**config.mk**
```make
export PLATFORM = sky130hd
export DESIGN_NAME = tcsr_ctrl
export DESIGN_NICKNAME = d
export VERILOG_FILES = /design/src/tcsr_pkg.sv /design/src/tcsr_ctrl.sv
export SDC_FILE = /design/constraint.sdc
export NUM_CORES = 1
export LEC_CHECK = 0
export BUFFER_PORTS_ARGS = -buffer_cell sky130_fd_sc_hd__buf_2
export CAP_MARGIN = 20
export CELL_PAD_IN_SITES_DETAIL_PLACEMENT = 1
export CELL_PAD_IN_SITES_GLOBAL_PLACEMENT = 2
export CORE_MARGIN = 3
export CORE_UTILIZATION = 19
export CTS_BUF_LIST = sky130_fd_sc_hd__clkbuf_4 sky130_fd_sc_hd__clkbuf_8
export DETAILED_ROUTE_END_ITERATION = 8
export PLACE_DENSITY = 0.75
export SYNTH_ARGS = -nofsm -noshare
export SYNTH_HDL_FRONTEND = slang
export SYNTH_SLANG_ARGS = --single-unit
```
**constraint.sdc**
```tcl
create_clock -name clk -period 1.5 [get_ports clk]
set_input_delay 0.3 -clock clk [delete_from_list [all_inputs] [get_ports clk]]
set_output_delay 0.3 -clock clk [all_outputs]
set_load 0.05 [all_outputs]
```
**src/tcsr_pkg.sv**
```systemverilog
// Shared types and constants for the two-choice sum reachability block.
`timescale 1ns / 1ps
`default_nettype none

package tcsr_pkg;

  localparam int VAL_W      = 10;
  localparam int ITEM_NUM_W = 6;
  localparam int APB_DW     = 32;
  localparam int APB_AW     = 3;

  // word index of the target_sum register (byte address 4*index)
  localparam logic REG_TARGET_SUM = 1'b0;

  typedef enum logic [2:0] {
    ST_IDLE,
    ST_APPLY,
    ST_CHECK,
    ST_TRACE,
    ST_EMIT
  } state_t;

  typedef struct packed {
    logic accept;
    logic apply;
    logic tb_init;
    logic tb_step;
    logic emit_step;
    logic emit_fail;
    logic new_set;
  } cmd_t;

  typedef struct packed {
    logic full;
    logic fin;
    logic hit;
    logic k_zero;
    logic e_last;
  } sts_t;

endpackage

`default_nettype wire

```
**src/tcsr_ctrl.sv**
```systemverilog
// Controller state machine: item update, traceback walk and result emission.
`timescale 1ns / 1ps
`default_nettype none

module tcsr_ctrl (
  input  wire logic          clk,
  input  wire logic          rst_n,
  input  wire logic          start,
  input  wire logic          final_item,
  input  tcsr_pkg::sts_t     sts,
  output tcsr_pkg::cmd_t     cmd,
  output logic               busy
);
  import tcsr_pkg::*;

  state_t state_r, state_nxt;

  always_ff @(posedge clk) begin
    if (!rst_n) begin
      state_r <= ST_IDLE;
    end else begin
      state_r <= state_nxt;
    end
  end

  always_comb begin
    state_nxt = state_r;
    cmd       = '0;
    busy      = 1'b1;
    case (state_r)
      ST_IDLE: begin
        busy = 1'b0;
        if (start) begin
          cmd.accept = 1'b1;
          if (!sts.full) begin
            state_nxt = ST_APPLY;
          end else if (final_item) begin
            state_nxt = ST_CHECK;
          end
        end
      end
      ST_APPLY: begin
        cmd.apply = 1'b1;
        state_nxt = sts.fin ? ST_CHECK : ST_IDLE;
      end
      ST_CHECK: begin
        if (sts.hit) begin
          cmd.tb_init = 1'b1;
          state_nxt   = ST_TRACE;
        end else begin
          cmd.emit_fail = 1'b1;
          cmd.new_set   = 1'b1;
          state_nxt     = ST_IDLE;
        end
      end
      ST_TRACE: begin
        cmd.tb_step = 1'b1;
        if (sts.k_zero) begin
          state_nxt = ST_EMIT;
        end
      end
      ST_EMIT: begin
        cmd.emit_step = 1'b1;
        if (sts.e_last) begin
          cmd.new_set = 1'b1;
          state_nxt   = ST_IDLE;
        end
      end
      default: begin
        state_nxt = ST_IDLE;
      end
    endcase
  end

  a_apply_exit: assert property (@(posedge clk) disable iff (!rst_n)
    state_r == ST_APPLY |=> state_r == ST_IDLE || state_r == ST_CHECK)
    else $error("apply did not return to idle or check");

  a_trace_done: assert property (@(posedge clk) disable iff (!rst_n)
    state_r == ST_TRACE && sts.k_zero |=> state_r == ST_EMIT)
    else $error("traceback did not move to emit after item zero");

  a_miss_idle: assert property (@(posedge clk) disable iff (!rst_n)
    state_r == ST_CHECK && !sts.hit |=> state_r == ST_IDLE)
    else $error("unreachable target did not end the set");

endmodule

`default_nettype wire

```
### Yosys cells after proc, flatten, opt, wreduce, memory -nomap -nowiden

Index checks and enable logic that the tools add are counted.

* reduce and logical (&&, ||, !) cells: 2
* equality and inequality tests: 8
* multiplexer cells: 20

Operator list (count)
* 3-bit 2-to-1 mux: 5
* 3-bit case mux with 5 select lines: 1
* 1-bit 2-to-1 mux: 10
* 3-bit by 2-bit equality test with 1-bit output (second input constant): 2
* 2-bit 2-to-1 mux: 3
* 2-bit != test (second input constant): 3
* 4-bit AND reduction: 1
* 3-bit by 1-bit equality test with 1-bit output (second input constant): 1
* 3-bit equality test (second input constant): 1
* 3-bit logical NOT: 1
* 3-bit != test (second input constant): 1
* 1-bit case mux with 2 select lines: 1

* register bits after elaboration: 3
* output and inout port bits: 8

### Depth between registers and ports, before layout

Gate-level depths: netlist (run 1).

* word-level depth: 4
* depth in mapped cells: 5

### Worst setup path after synthesis (run 1)

Ideal clock, no wire load.

* kind: flip-flop to output port
* start: register state_r[0]
* end: output port cmd[0] in the netlist's numbering
* data arrival time: 2.284 ns
* data required time: 1.200 ns
* stages on the path, launching flop included: 4
* slack: -1.084 ns
* path buffers: 1
* cell sequence: dfxtp_1 buf_2 nor3b_1 a21o_1

RTL lines
* start: declaration: RTL line tcsr_ctrl.sv:16 `state_t state_r, state_nxt;`
* start signal: assignment: RTL line tcsr_ctrl.sv:22 `state_r <= state_nxt;`
* end: declaration: RTL line tcsr_ctrl.sv:11 `output tcsr_pkg::cmd_t cmd,`

==> results.txt, run 1 <==
----------------------------------------------------
[Outcome]
  Result of the run ... finished with violations
  Violations in the final reports ... negative setup slack

[STA]
  Max Clock Skew ... 0.005321 ns
  RSZ-0062 raised after global routing ... true
  Highest attainable clock frequency ... 647.8 MHz
  Ratio of final minimum period to clock period ... 102.9%
  Number of setup violations in the final report ... 2
  Final worst path period need ... 1.544 ns
  Worst rel slew slack ... 84.53%
  Count of final hold-check violations ... 0
  Final slew viol count ... 0
  Total negative slack ... -0.06657 ns
  Final worst slack ... -0.04358 ns
  Pin slew with the least headroom to its limit ... 0.2302 ns

[Finish]
  Registers with the highest flip-flop counts ... state_r (3)
  Combined area of the multi-input logic cells ... 260.3 um^2
  Share of layout cells above drive strength 1 ... 75.47%
  Number of nets in the finished design ... between 60 and 70
  Total area of sequential cells ... 71.32 um^2
  Flip-flop count of the largest register after layout ... 3
  Filler instances ... 145
  Utilization of the core after routing ... 46.62%
  Final antenna diode count ... 0
  Register with the most flip-flops ... state_r
  Layout Area Growth over Synthesis ... 116.7%

[Setup path]
  Reg2Reg Capture Point ... state_r[1]$_SDFFE_PN0P_
  Worst reg2reg startpoint ... state_r[1]$_SDFFE_PN0P_
  Largest fanout on the critical path ... 5
  Data required time of the critical path ... 1.20 ns
  Worst Setup Path Type ... reg2out
  Startpoint types ... flip-flop
  Depth of the most critical reg-to-reg path ... 4
  Data arrival time of the critical path ... around 1.2 ns
  Register-to-register setup slack ... 0.01 ns
  Capturing element type of the critical path ... output port
  Launching element of the worst setup path ... state_r[1]$_SDFFE_PN0P_

[Floorplan]
  Core box area ... about 0.0012 mm^2
  Die Area ... between 0.0015 and 0.002 mm^2
  Starting utilization of the core area ... 21.52%
  Width of the die ... about 43 um
  Ports placed on the boundary ... 17
  Die height ... 42.65 um
  Number of rows created at floorplan ... 12

[Global routing]
  Initial antenna violation count ... 0
  Global Route met3 Usage ... 1.695%
  First-pass GRT wire length ... 1607 um
  Met2 usage ... a little over a fifth
  Met1 track demand over resource in global routing ... roughly an eighth
  GRT Util Overall ... approximately an eighth
  Vias in the first global route ... 360
  Global-route congestion overflow total ... 0
  Largest net degree at the start of global routing ... 11
  Most heavily used metal layer in global routing ... met2

[Clocking]
  Worst-Skew Late Latency ... 0.23 ns
  Clock tree from TritonCTS ... yes
  Clock Tree Root ... sky130_fd_sc_hd__clkbuf_4
  Clock buffer count from CTS ... 3
  CTS H-tree lvls ... 1
  Total number of clock tree sinks ... 3
  Clock tree buffer depth ... 2
  Clock-pin slew on the worst setup and hold paths ... around 0.040 ns

[Drt]
  First-pass iteration count of the detailed router ... 1
  Via count normalized by instance count ... between 4 and 5
  Final routed wire length divided by cell count ... 14.30 um
  Routed Wire Length ... around 960 um
  DRC violations left ... 0
  Post-detailed-route count of antenna-violating nets ... 0
  Total via count after detailed routing ... 322
  Drt initial violations ... 0

[Synthesis]
  Cell area after synthesis ... roughly 260 um^2
  Post-synthesis cell count ... 29
  Post-synthesis register bit count ... 3
  Synth warn ... 0
  Count of different cell masters after synthesis ... 18
  Cell type with the highest aggregate area in the netlist ... sky130_fd_sc_hd__dfxtp_1
  Register area share after synthesis ... a little under a quarter
  Synthesized area per cell ... ~9 um^2
  Post-synth top area share ... 23.53%
  Net count of the mapped netlist ... 38
  Most area-consuming cells after synthesis ... sky130_fd_sc_hd__dfxtp_1, sky130_fd_sc_hd__nor3b_1, sky130_fd_sc_hd__o221a_1

[Power]
  Sequential cell fraction of total power ... 17.2%
  PD cells ... 2499 mW/mm^2
  Sw Pwr ... between 0.0006 and 0.0007 W
  Cell internal pwr ... 0.0006924 W
  Tot Pwr ... 0.001382 W
  Switching power share of the total ... 49.90%
  Worst voltage drop across the vdd grid ... 0.9097 mV
  Part of the power in the clock network ... between 10% and 20%
  Comb pwr share ... 71.1%
  Leakage power figure ... ~0.25 nW

[Job]
  Max-capacitance violation count ... 0

[Placed design]
  Placement-stage worst setup slack ... -0.07407 ns
  Sum of net half-perimeters after detailed placement ... 717.6 um
  Final RePlAce weighted congestion ... 0.7200
  Buffers on Ports ... 16

[Min path]
  End point of the most critical hold path ... state_r[0]$_SDFFE_PN0P_
  Hold Crit Depth ... 2
  Hold Crit Class ... in2reg
  Hold_sp ... rst_n

----------------------------------------------------
==> logic make-up after synthesis <==
logic type	after synthesis	share of synthesized area [%]
AOI/OAI and AO/OA	6	24.51
and+or+nand+nor	17	47.06
DFF	3	23.53
buffers and inverters	3	4.901
==> layout make-up <==
cell class / count / share of cell area, %
flip-flops and latches: 3 / 12.90
multi-input cells: 23 / 47.06
inverters: 2 / 1.357
repair buffers: 21 / 30.09
clock buffers: 4 / 5.430
well taps: 14 / 3.167
==> what timing repair did <==
| item | CTS | global route |
|---|---|---|
| buffers inserted | 2 | 0 |
| pin swaps | 1 | 4 |
| setup endpoints to repair | 11 | 10 |
| cloned | 0 | 0 |
| hold buffers | 0 | 0 |
| resized for setup | 14 | 5 |
==> cell usage in the layout, fill, tap and decap left out <==
cell type / n
sky130_fd_sc_hd__buf_2: 9
sky130_fd_sc_hd__buf_4: 8
sky130_fd_sc_hd__clkbuf_4: 4
sky130_fd_sc_hd__nor3b_4: 3
sky130_fd_sc_hd__dfxtp_4: 3
sky130_fd_sc_hd__inv_1: 2
sky130_fd_sc_hd__and2_1: 2
sky130_fd_sc_hd__or3_1: 2
sky130_fd_sc_hd__nor2_1: 2
sky130_fd_sc_hd__o221a_1: 2
sky130_fd_sc_hd__buf_8: 2
sky130_fd_sc_hd__nor2b_4: 1
sky130_fd_sc_hd__and3b_2: 1
sky130_fd_sc_hd__nor3_2: 1
sky130_fd_sc_hd__a21o_4: 1
sky130_fd_sc_hd__nand3b_1: 1
sky130_fd_sc_hd__a21oi_4: 1
sky130_fd_sc_hd__or4b_4: 1
sky130_fd_sc_hd__o2bb2ai_4: 1
sky130_fd_sc_hd__nor2_2: 1
sky130_fd_sc_hd__nor3_1: 1
sky130_fd_sc_hd__nor4b_2: 1
sky130_fd_sc_hd__a22o_1: 1
sky130_fd_sc_hd__buf_6: 1
sky130_fd_sc_hd__buf_12: 1
==> synthesized netlist by cell type <==
| cell | count |
|---|---|
| sky130_fd_sc_hd__a21o_1 | 1 |
| sky130_fd_sc_hd__buf_2 | 1 |
| sky130_fd_sc_hd__o2bb2ai_2 | 1 |
| sky130_fd_sc_hd__nor3_1 | 2 |
| sky130_fd_sc_hd__inv_1 | 2 |
| sky130_fd_sc_hd__a22o_1 | 1 |
| sky130_fd_sc_hd__and2_1 | 2 |
| sky130_fd_sc_hd__nor2b_1 | 1 |
| sky130_fd_sc_hd__nand3b_1 | 1 |
| sky130_fd_sc_hd__nor2_1 | 3 |
| sky130_fd_sc_hd__or3_1 | 2 |
| sky130_fd_sc_hd__and3b_1 | 1 |
| sky130_fd_sc_hd__a21oi_2 | 1 |
| sky130_fd_sc_hd__nor3b_1 | 3 |
| sky130_fd_sc_hd__o221a_1 | 2 |
| sky130_fd_sc_hd__or4b_4 | 1 |
| sky130_fd_sc_hd__dfxtp_1 | 3 |
| sky130_fd_sc_hd__nor4b_2 | 1 |
==> per-layer routing <==
metal  vias to the layer above  wire (um)
li1                        158          -
met5                         -          0
met3                         2         38
met1                       152        373
met2                        10        517
met4                         0         29
==> worst max-delay path by stage <==
stage	to	slack [ns]	depth (start not counted)
6_report	cmd[0]	-0.04	4
3_5_place_dp	state_r[0]$_SDFFE_PN0P_	-0.07	4
4_1_cts	cmd[0]	-0.07	4
2_1_floorplan	cmd[0]	-0.10	3
3_3_place_gp	state_r[0]$_SDFFE_PN0P_	-0.01	4
5_1_grt	cmd[0]	-0.12	4
==> critical path: stages (launching register included) <==
cell and delay (ns):
sky130_fd_sc_hd__dfxtp_4 0.38, sky130_fd_sc_hd__nor2b_4 0.16, sky130_fd_sc_hd__nor3b_4 0.22, sky130_fd_sc_hd__a21o_4 0.12, sky130_fd_sc_hd__buf_8 0.13
==> per-stage QoR <==
| step | hold slack (ns) | cells | area [um^2] |
|---|---|---|---|
| detailed placement | 0.5681 | 61 | 425.4 |
| global route | 0.3360 | 67 | 553.0 |
| floorplan | 0.4315 | 29 | 316.6 |
| global placement | 0.5597 | 61 | 425.4 |
| CTS | 0.3203 | 67 | 531.8 |
| finish | 0.3295 | 67 | 553.0 |
==> power by group through the flow <==
stage | clock network, W | logic [W] | registers (W)
5_1_grt | 0.000177 | 0.00104 | 0.000250
2_1_floorplan | 0 | 0.000676 | 0.000178
6_report | 0.000162 | 0.000982 | 0.000237
4_1_cts | 0.000171 | 0.000962 | 0.000228
3_3_place_gp | 0 | 0.000791 | 0.000218
3_5_place_dp | 0 | 0.000820 | 0.000218
No activity file was read; power rests on OpenSTA's default activity.
==> run 2: changes to the inputs <==
--- a/config.mk
+++ b/config.mk
@@ -13,7 +13,7 @@
 export CORE_UTILIZATION = 19
 export CTS_BUF_LIST = sky130_fd_sc_hd__clkbuf_4 sky130_fd_sc_hd__clkbuf_8
 export DETAILED_ROUTE_END_ITERATION = 8
-export PLACE_DENSITY = 0.75
+export PLACE_DENSITY_LB_ADDON = 0.3
 export SYNTH_ARGS = -nofsm -noshare
 export SYNTH_HDL_FRONTEND = slang
 export SYNTH_SLANG_ARGS = --single-unit
==> results.txt, run 2 (synthesis gave the netlist of run 1 again) <==
----------------------------------------------------
[Setup path]
  Reg2Reg Capture Point ... state_r[0]$_SDFFE_PN0P_
  Slowest cell on the critical path ... sky130_fd_sc_hd__dfxtp_4
  Launching element of the worst setup path ... state_r[1]$_SDFFE_PN0P_
  Ordered cell list for the critical path ... nor2b_4 -> nor3b_4 -> a21o_4 -> buf_8
  Worst reg2reg startpoint ... state_r[0]$_SDFFE_PN0P_
  Maximum cell stage delay along the critical path ... 0.38 ns
  Worst Setup Path Type ... reg2out
  Startpoint types ... flip-flop
  Register-to-register setup slack ... -0.03 ns
  Depth of the most critical reg-to-reg path ... 4
  Data arrival time of the critical path ... 1.27 ns
  CP Capture Point ... cmd[0]
  Largest fanout on the critical path ... 7
  Capturing element type of the critical path ... output port
  Data required time of the critical path ... 1.20 ns

[Finish]
  Finished Layout Cells ... 71
  Most common library cell in the layout ignoring fill and taps ... sky130_fd_sc_hd__buf_4
  Layout Area Growth over Synthesis ... 127.9%
  Flip-flop count of the largest register after layout ... 3
  Post-route cell area ... a little under 600 um^2
  Register with the most flip-flops ... state_r
  Registers with the highest flip-flop counts ... state_r (3)
  Share of layout cells above drive strength 1 ... 80.70%
  Final antenna diode count ... 0
  Number of nets in the finished design ... 67
  Filler instances ... 147
  Leading cell types in the layout, fill and taps excluded ... sky130_fd_sc_hd__buf_4, sky130_fd_sc_hd__buf_2, sky130_fd_sc_hd__clkbuf_4, sky130_fd_sc_hd__buf_6

[Clocking]
  Clock tree buffer depth ... 2
  Clock Tree Root ... sky130_fd_sc_hd__clkbuf_4
  CTS H-tree lvls ... 1
  Clock buffer count from CTS ... 3
  Clock-pin slew on the worst setup and hold paths ... 0.04 ns
  Worst-Skew Late Latency ... 0.24 ns
  Hold-fix buffer count after cts ... 0
  Total number of clock tree sinks ... 3
  Clock tree from TritonCTS ... yes

[Floorplan]
  Die Area ... 0.001819 mm^2
  Width of the die ... 42.65 um
  Ports placed on the boundary ... 17
  Core box area ... 0.001186 mm^2
  Die height ... 42.65 um
  Number of rows created at floorplan ... 12
  Starting utilization of the core area ... 21.52%

[Placed design]
  Placement-stage worst setup slack ... -0.06077 ns
  Buffers on Ports ... 16
  Instance area at placement ... 432.9 um^2
  Final RePlAce weighted congestion ... 0.6966
  Sum of net half-perimeters after detailed placement ... between 800 and 900 um
  Post-placement cell count ... 62

[Job]
  Max-capacitance violation count ... 0

[Outcome]
  Violations in the final reports ... negative setup slack
  Result of the run ... finished with violations

[Drt]
  Drt initial violations ... 2
  DRC violations left ... 0
  Via count normalized by instance count ... slightly below 5
  First-pass iteration count of the detailed router ... 2
  Final routed wire length divided by cell count ... 15.76 um
  Post-detailed-route count of antenna-violating nets ... 0
  Routed Wire Length ... 1119 um
  Total via count after detailed routing ... 347

[STA]
  Worst Hold Margin ... 0.3274 ns
  Highest attainable clock frequency ... 638.7 MHz
  Final worst path period need ... about 1.6 ns
  Number of setup violations in the final report ... 5
  Count of final hold-check violations ... 0
  Max Clock Skew ... around 0.0027 ns
  RSZ-0062 raised after global routing ... true
  Pin slew with the least headroom to its limit ... 0.2388 ns
  Final slew viol count ... 0
  Ratio of final minimum period to clock period ... 104.4%
  Final worst slack ... -0.06571 ns
  Worst rel slew slack ... between 80% and 90%

[Global routing]
  Largest net degree at the start of global routing ... 10
  GRT Util Overall ... 13.55%
  Global-route congestion overflow total ... 0
  First-pass GRT wire length ... 1745 um
  Initial antenna violation count ... 0
  Vias in the first global route ... 373

[Power]
  Leakage power figure ... about 0.26 nW
  Tot Pwr ... 0.001472 W
  Worst voltage drop across the vdd grid ... 0.9754 mV
  PD cells ... 2529 mW/mm^2

[Min path]
  Hold Crit Class ... in2reg
  Hold_sp ... rst_n

----------------------------------------------------
## run 2: cell types whose count changed in the layout (fill, tap and decap cells not counted), sizes merged
cell / previous run / this run
buf: 21 / 25
## run 2: what timing repair did
item | CTS | global route
buffers inserted | 3 | 2
resized for setup | 16 | 9
pin swaps | 1 | 2
endpoints found under the setup margin | 10 | 11
## run 2: how the worst min path moves through the flow
stage                              end  slack [ns]  cells after the start
4_1_cts        state_r[1]$_SDFFE_PN0P_        0.32                      2
3_3_place_gp   state_r[1]$_SDFFE_PN0P_        0.56                      2
2_1_floorplan  state_r[1]$_SDFFE_PN0P_        0.43                      1
3_5_place_dp   state_r[1]$_SDFFE_PN0P_        0.57                      2
5_1_grt        state_r[1]$_SDFFE_PN0P_        0.32                      2
6_report       state_r[1]$_SDFFE_PN0P_        0.33                      2
## run 2: critical path: cells and delay by family (launching register included)
kind / cells / cell delay [ns]
buf+inv: 1 / 0.13
compound gates: 1 / 0.12
simple gates: 2 / 0.39
flops: 1 / 0.38
## run 2: cell type report
cell class / count / area, um^2 / share of cell area [%]
Multi-Input combinational cell: 23 / 260.3 / 44.73
Clock buffer: 4 / 30.03 / 5.161
Tap cell: 14 / 17.52 / 3.011
Inverter: 2 / 7.507 / 1.290
Sequential cell: 3 / 71.32 / 12.26
Timing Repair Buffer: 25 / 195.2 / 33.55
## run 2: per-layer routing
layer | GRT usage, % | up-vias | share of wire, %
li1 | - | 164 | -
met1 | 12.81 | 165 | 39
met2 | 23.35 | 14 | 55
met3 | 5.508 | 4 | 4.6
met4 | 9.317 | 0 | 1.5
met5 | 0 | - | 0
## run 2: per-stage QoR
stage	util [%]	setup TNS (ns)
floorplan	-	-0.2655
global placement	36.50	-0.01236
detailed placement	36.50	-0.1086
CTS	45.68	-0.1662
global route	49.05	-0.6179
finish	49.05	-0.1619
## run 2: power breakdown
part	internal [W]	total [W]	switching [W]	leakage [nW]
Clock	0.000118	0.000166	0.0000479	0.0184
Combinational	0.000504	0.00108	0.000577	0.220
Sequential	0.000137	0.000225	0.0000878	0.0267
Total	0.000759	0.00147	0.000713	0.265
==> run 3: changes to the inputs <==
--- a/config.mk
+++ b/config.mk
@@ -13,7 +13,7 @@
 export CORE_UTILIZATION = 19
 export CTS_BUF_LIST = sky130_fd_sc_hd__clkbuf_4 sky130_fd_sc_hd__clkbuf_8
 export DETAILED_ROUTE_END_ITERATION = 8
-export PLACE_DENSITY_LB_ADDON = 0.3
+export PLACE_DENSITY_LB_ADDON = 0.1
 export SYNTH_ARGS = -nofsm -noshare
 export SYNTH_HDL_FRONTEND = slang
 export SYNTH_SLANG_ARGS = --single-unit
==> results.txt, run 3 (synthesis gave the netlist of run 1 again) <==
----------------------------------------------------
[Finish]
  Filler instances ... 138
  Number of nets in the finished design ... 64
  Share of layout cells above drive strength 1 ... 75.93%
  Register with the most flip-flops ... state_r
  Leading cell types in the layout, fill and taps excluded ... sky130_fd_sc_hd__buf_2, sky130_fd_sc_hd__buf_4, sky130_fd_sc_hd__clkbuf_4
  Final antenna diode count ... 0
  Finished Layout Cells ... 68
  Layout Area Growth over Synthesis ... 114.7%
  Most common library cell in the layout ignoring fill and taps ... sky130_fd_sc_hd__buf_2
  Total area of sequential cells ... 71.32 um^2
  Combined area of the multi-input logic cells ... 252.7 um^2
  Registers with the highest flip-flop counts ... state_r (3)
  Flip-flop count of the largest register after layout ... 3

[STA]
  Ratio of final minimum period to clock period ... 102.4%
  Highest attainable clock frequency ... 651.0 MHz
  Number of setup violations in the final report ... 2
  Total negative slack ... -0.05604 ns
  Pin slew with the least headroom to its limit ... 0.2298 ns
  Final worst path period need ... 1.536 ns
  RSZ-0062 raised after global routing ... true
  Final worst slack ... -0.03620 ns
  Final slew viol count ... 0
  Worst rel slew slack ... 84.60%
  Count of final hold-check violations ... 0
  Max Clock Skew ... between 0.003 and 0.004 ns

[Placed design]
  Sum of net half-perimeters after detailed placement ... 665.8 um
  Final RePlAce weighted congestion ... 0.7246
  Post-placement cell count ... 61
  Buffers on Ports ... 16

[Job]
  Max-capacitance violation count ... 0

[Clocking]
  Clock tree from TritonCTS ... yes
  Clock Tree Root ... sky130_fd_sc_hd__clkbuf_4
  Hold-fix buffer count after cts ... 0
  Clock buffer count from CTS ... 3
  Total number of clock tree sinks ... 3
  Clock tree buffer depth ... 2
  Clock-pin slew on the worst setup and hold paths ... around 0.030 ns
  CTS H-tree lvls ... 1
  Worst-Skew Late Latency ... 0.23 ns

[Power]
  PD cells ... around 2400 mW/mm^2
  Worst voltage drop across the vdd grid ... 1.178 mV
  Leakage power figure ... between 0.2 and 0.25 nW

[Setup path]
  Startpoint types ... flip-flop
  Data required time of the critical path ... 1.20 ns
  Capturing element type of the critical path ... output port
  Largest fanout on the critical path ... 7
  Worst Setup Path Type ... reg2out
  Depth of the most critical reg-to-reg path ... 4
  Data arrival time of the critical path ... 1.24 ns

[Global routing]
  GRT Util Overall ... 11.48%
  Initial antenna violation count ... 0
  Largest net degree at the start of global routing ... 11
  Vias in the first global route ... between 300 and 400
  First-pass GRT wire length ... ~1600 um
  Global-route congestion overflow total ... 0

[Drt]
  Drt initial violations ... 2
  Routed Wire Length ... around 880 um
  Post-detailed-route count of antenna-violating nets ... 0
  Total via count after detailed routing ... 318
  Final routed wire length divided by cell count ... 12.91 um
  First-pass iteration count of the detailed router ... 3
  DRC violations left ... 0
  Via count normalized by instance count ... between 4 and 5

[Outcome]
  Violations in the final reports ... negative setup slack
  Result of the run ... finished with violations

[Floorplan]
  Number of rows created at floorplan ... 12
  Starting utilization of the core area ... 21.52%
  Ports placed on the boundary ... 17
  Core box area ... between 0.001 and 0.0015 mm^2
  Die Area ... about 0.0018 mm^2
  Width of the die ... roughly 43 um
  Die height ... 42.65 um

[Min path]
  Hold Crit Class ... in2reg
  Hold Crit Depth ... 2

----------------------------------------------------
[run 3: changes by cell type in the layout (fill, tap and decap cells not counted), sizes merged]
cell / delta
buf: -3
[run 3: routing by layer]
metal,track usage [%],wire (um),vias up
met4,7.453,8,0
met2,19.46,494,8
met1,12.31,339,148
li1,-,-,160
met5,0,0,-
met3,2.966,36,2
[run 3: through the flow]
step | total power [W] | instance area, um^2 | utilization, % | hold slack [ns] | setup slack, ns
2_1_floorplan | 0.0008535 | 316.6 | - | 0.4315 | -0.1006
3_3_place_gp | 0.0009946 | 425.4 | 35.87 | 0.5631 | -0.02380
3_5_place_dp | 0.001012 | 425.4 | 35.87 | 0.5680 | -0.08302
4_1_cts | 0.001331 | 533.0 | 44.94 | 0.3224 | -0.05108
5_1_grt | 0.001440 | 548.0 | 46.20 | 0.3277 | -0.1438
6_report | 0.001337 | 548.0 | 46.20 | 0.3277 | -0.03620
[run 3: path summary, 6_finish.rpt]
check / from / end / slack (ns)
min reg2reg: state_r[0]$_SDFFE_PN0P_ / state_r[0]$_SDFFE_PN0P_ / 0.63
max: state_r[1]$_SDFFE_PN0P_ / cmd[0] / -0.04
max reg2reg: state_r[1]$_SDFFE_PN0P_ / state_r[1]$_SDFFE_PN0P_ / 0.01
min: rst_n / state_r[0]$_SDFFE_PN0P_ / 0.33
[run 3: critical path, stage by stage (launching register included)]
cell and delay (ns):
sky130_fd_sc_hd__dfxtp_4 0.38, sky130_fd_sc_hd__nor2b_4 0.16, sky130_fd_sc_hd__nor3b_4 0.21, sky130_fd_sc_hd__a21o_4 0.12, sky130_fd_sc_hd__buf_8 0.13
[run 3: cell type report]
class	count	share of cell area, %
flip-flops and latches	3	13.01
multi-input cells	23	46.12
repair buffers	22	30.82
clock buffers	4	5.479
inverters	2	1.370
well taps	14	3.196
[run 3: timing repair]
item	in CTS	in global routing
endpoints found under the setup margin	11	11
pin swaps	3	1
resized for setup	16	4
buffers inserted	3	0
endpoints found under the hold margin	0	0
[run 3: where the power goes]
group	internal (W)	total (W)	switching [W]
Sequential	0.000137	0.000231	0.0000944
Combinational	0.000416	0.000946	0.000530
Clock	0.000118	0.000160	0.0000421
Total	0.000670	0.00134	0.000666
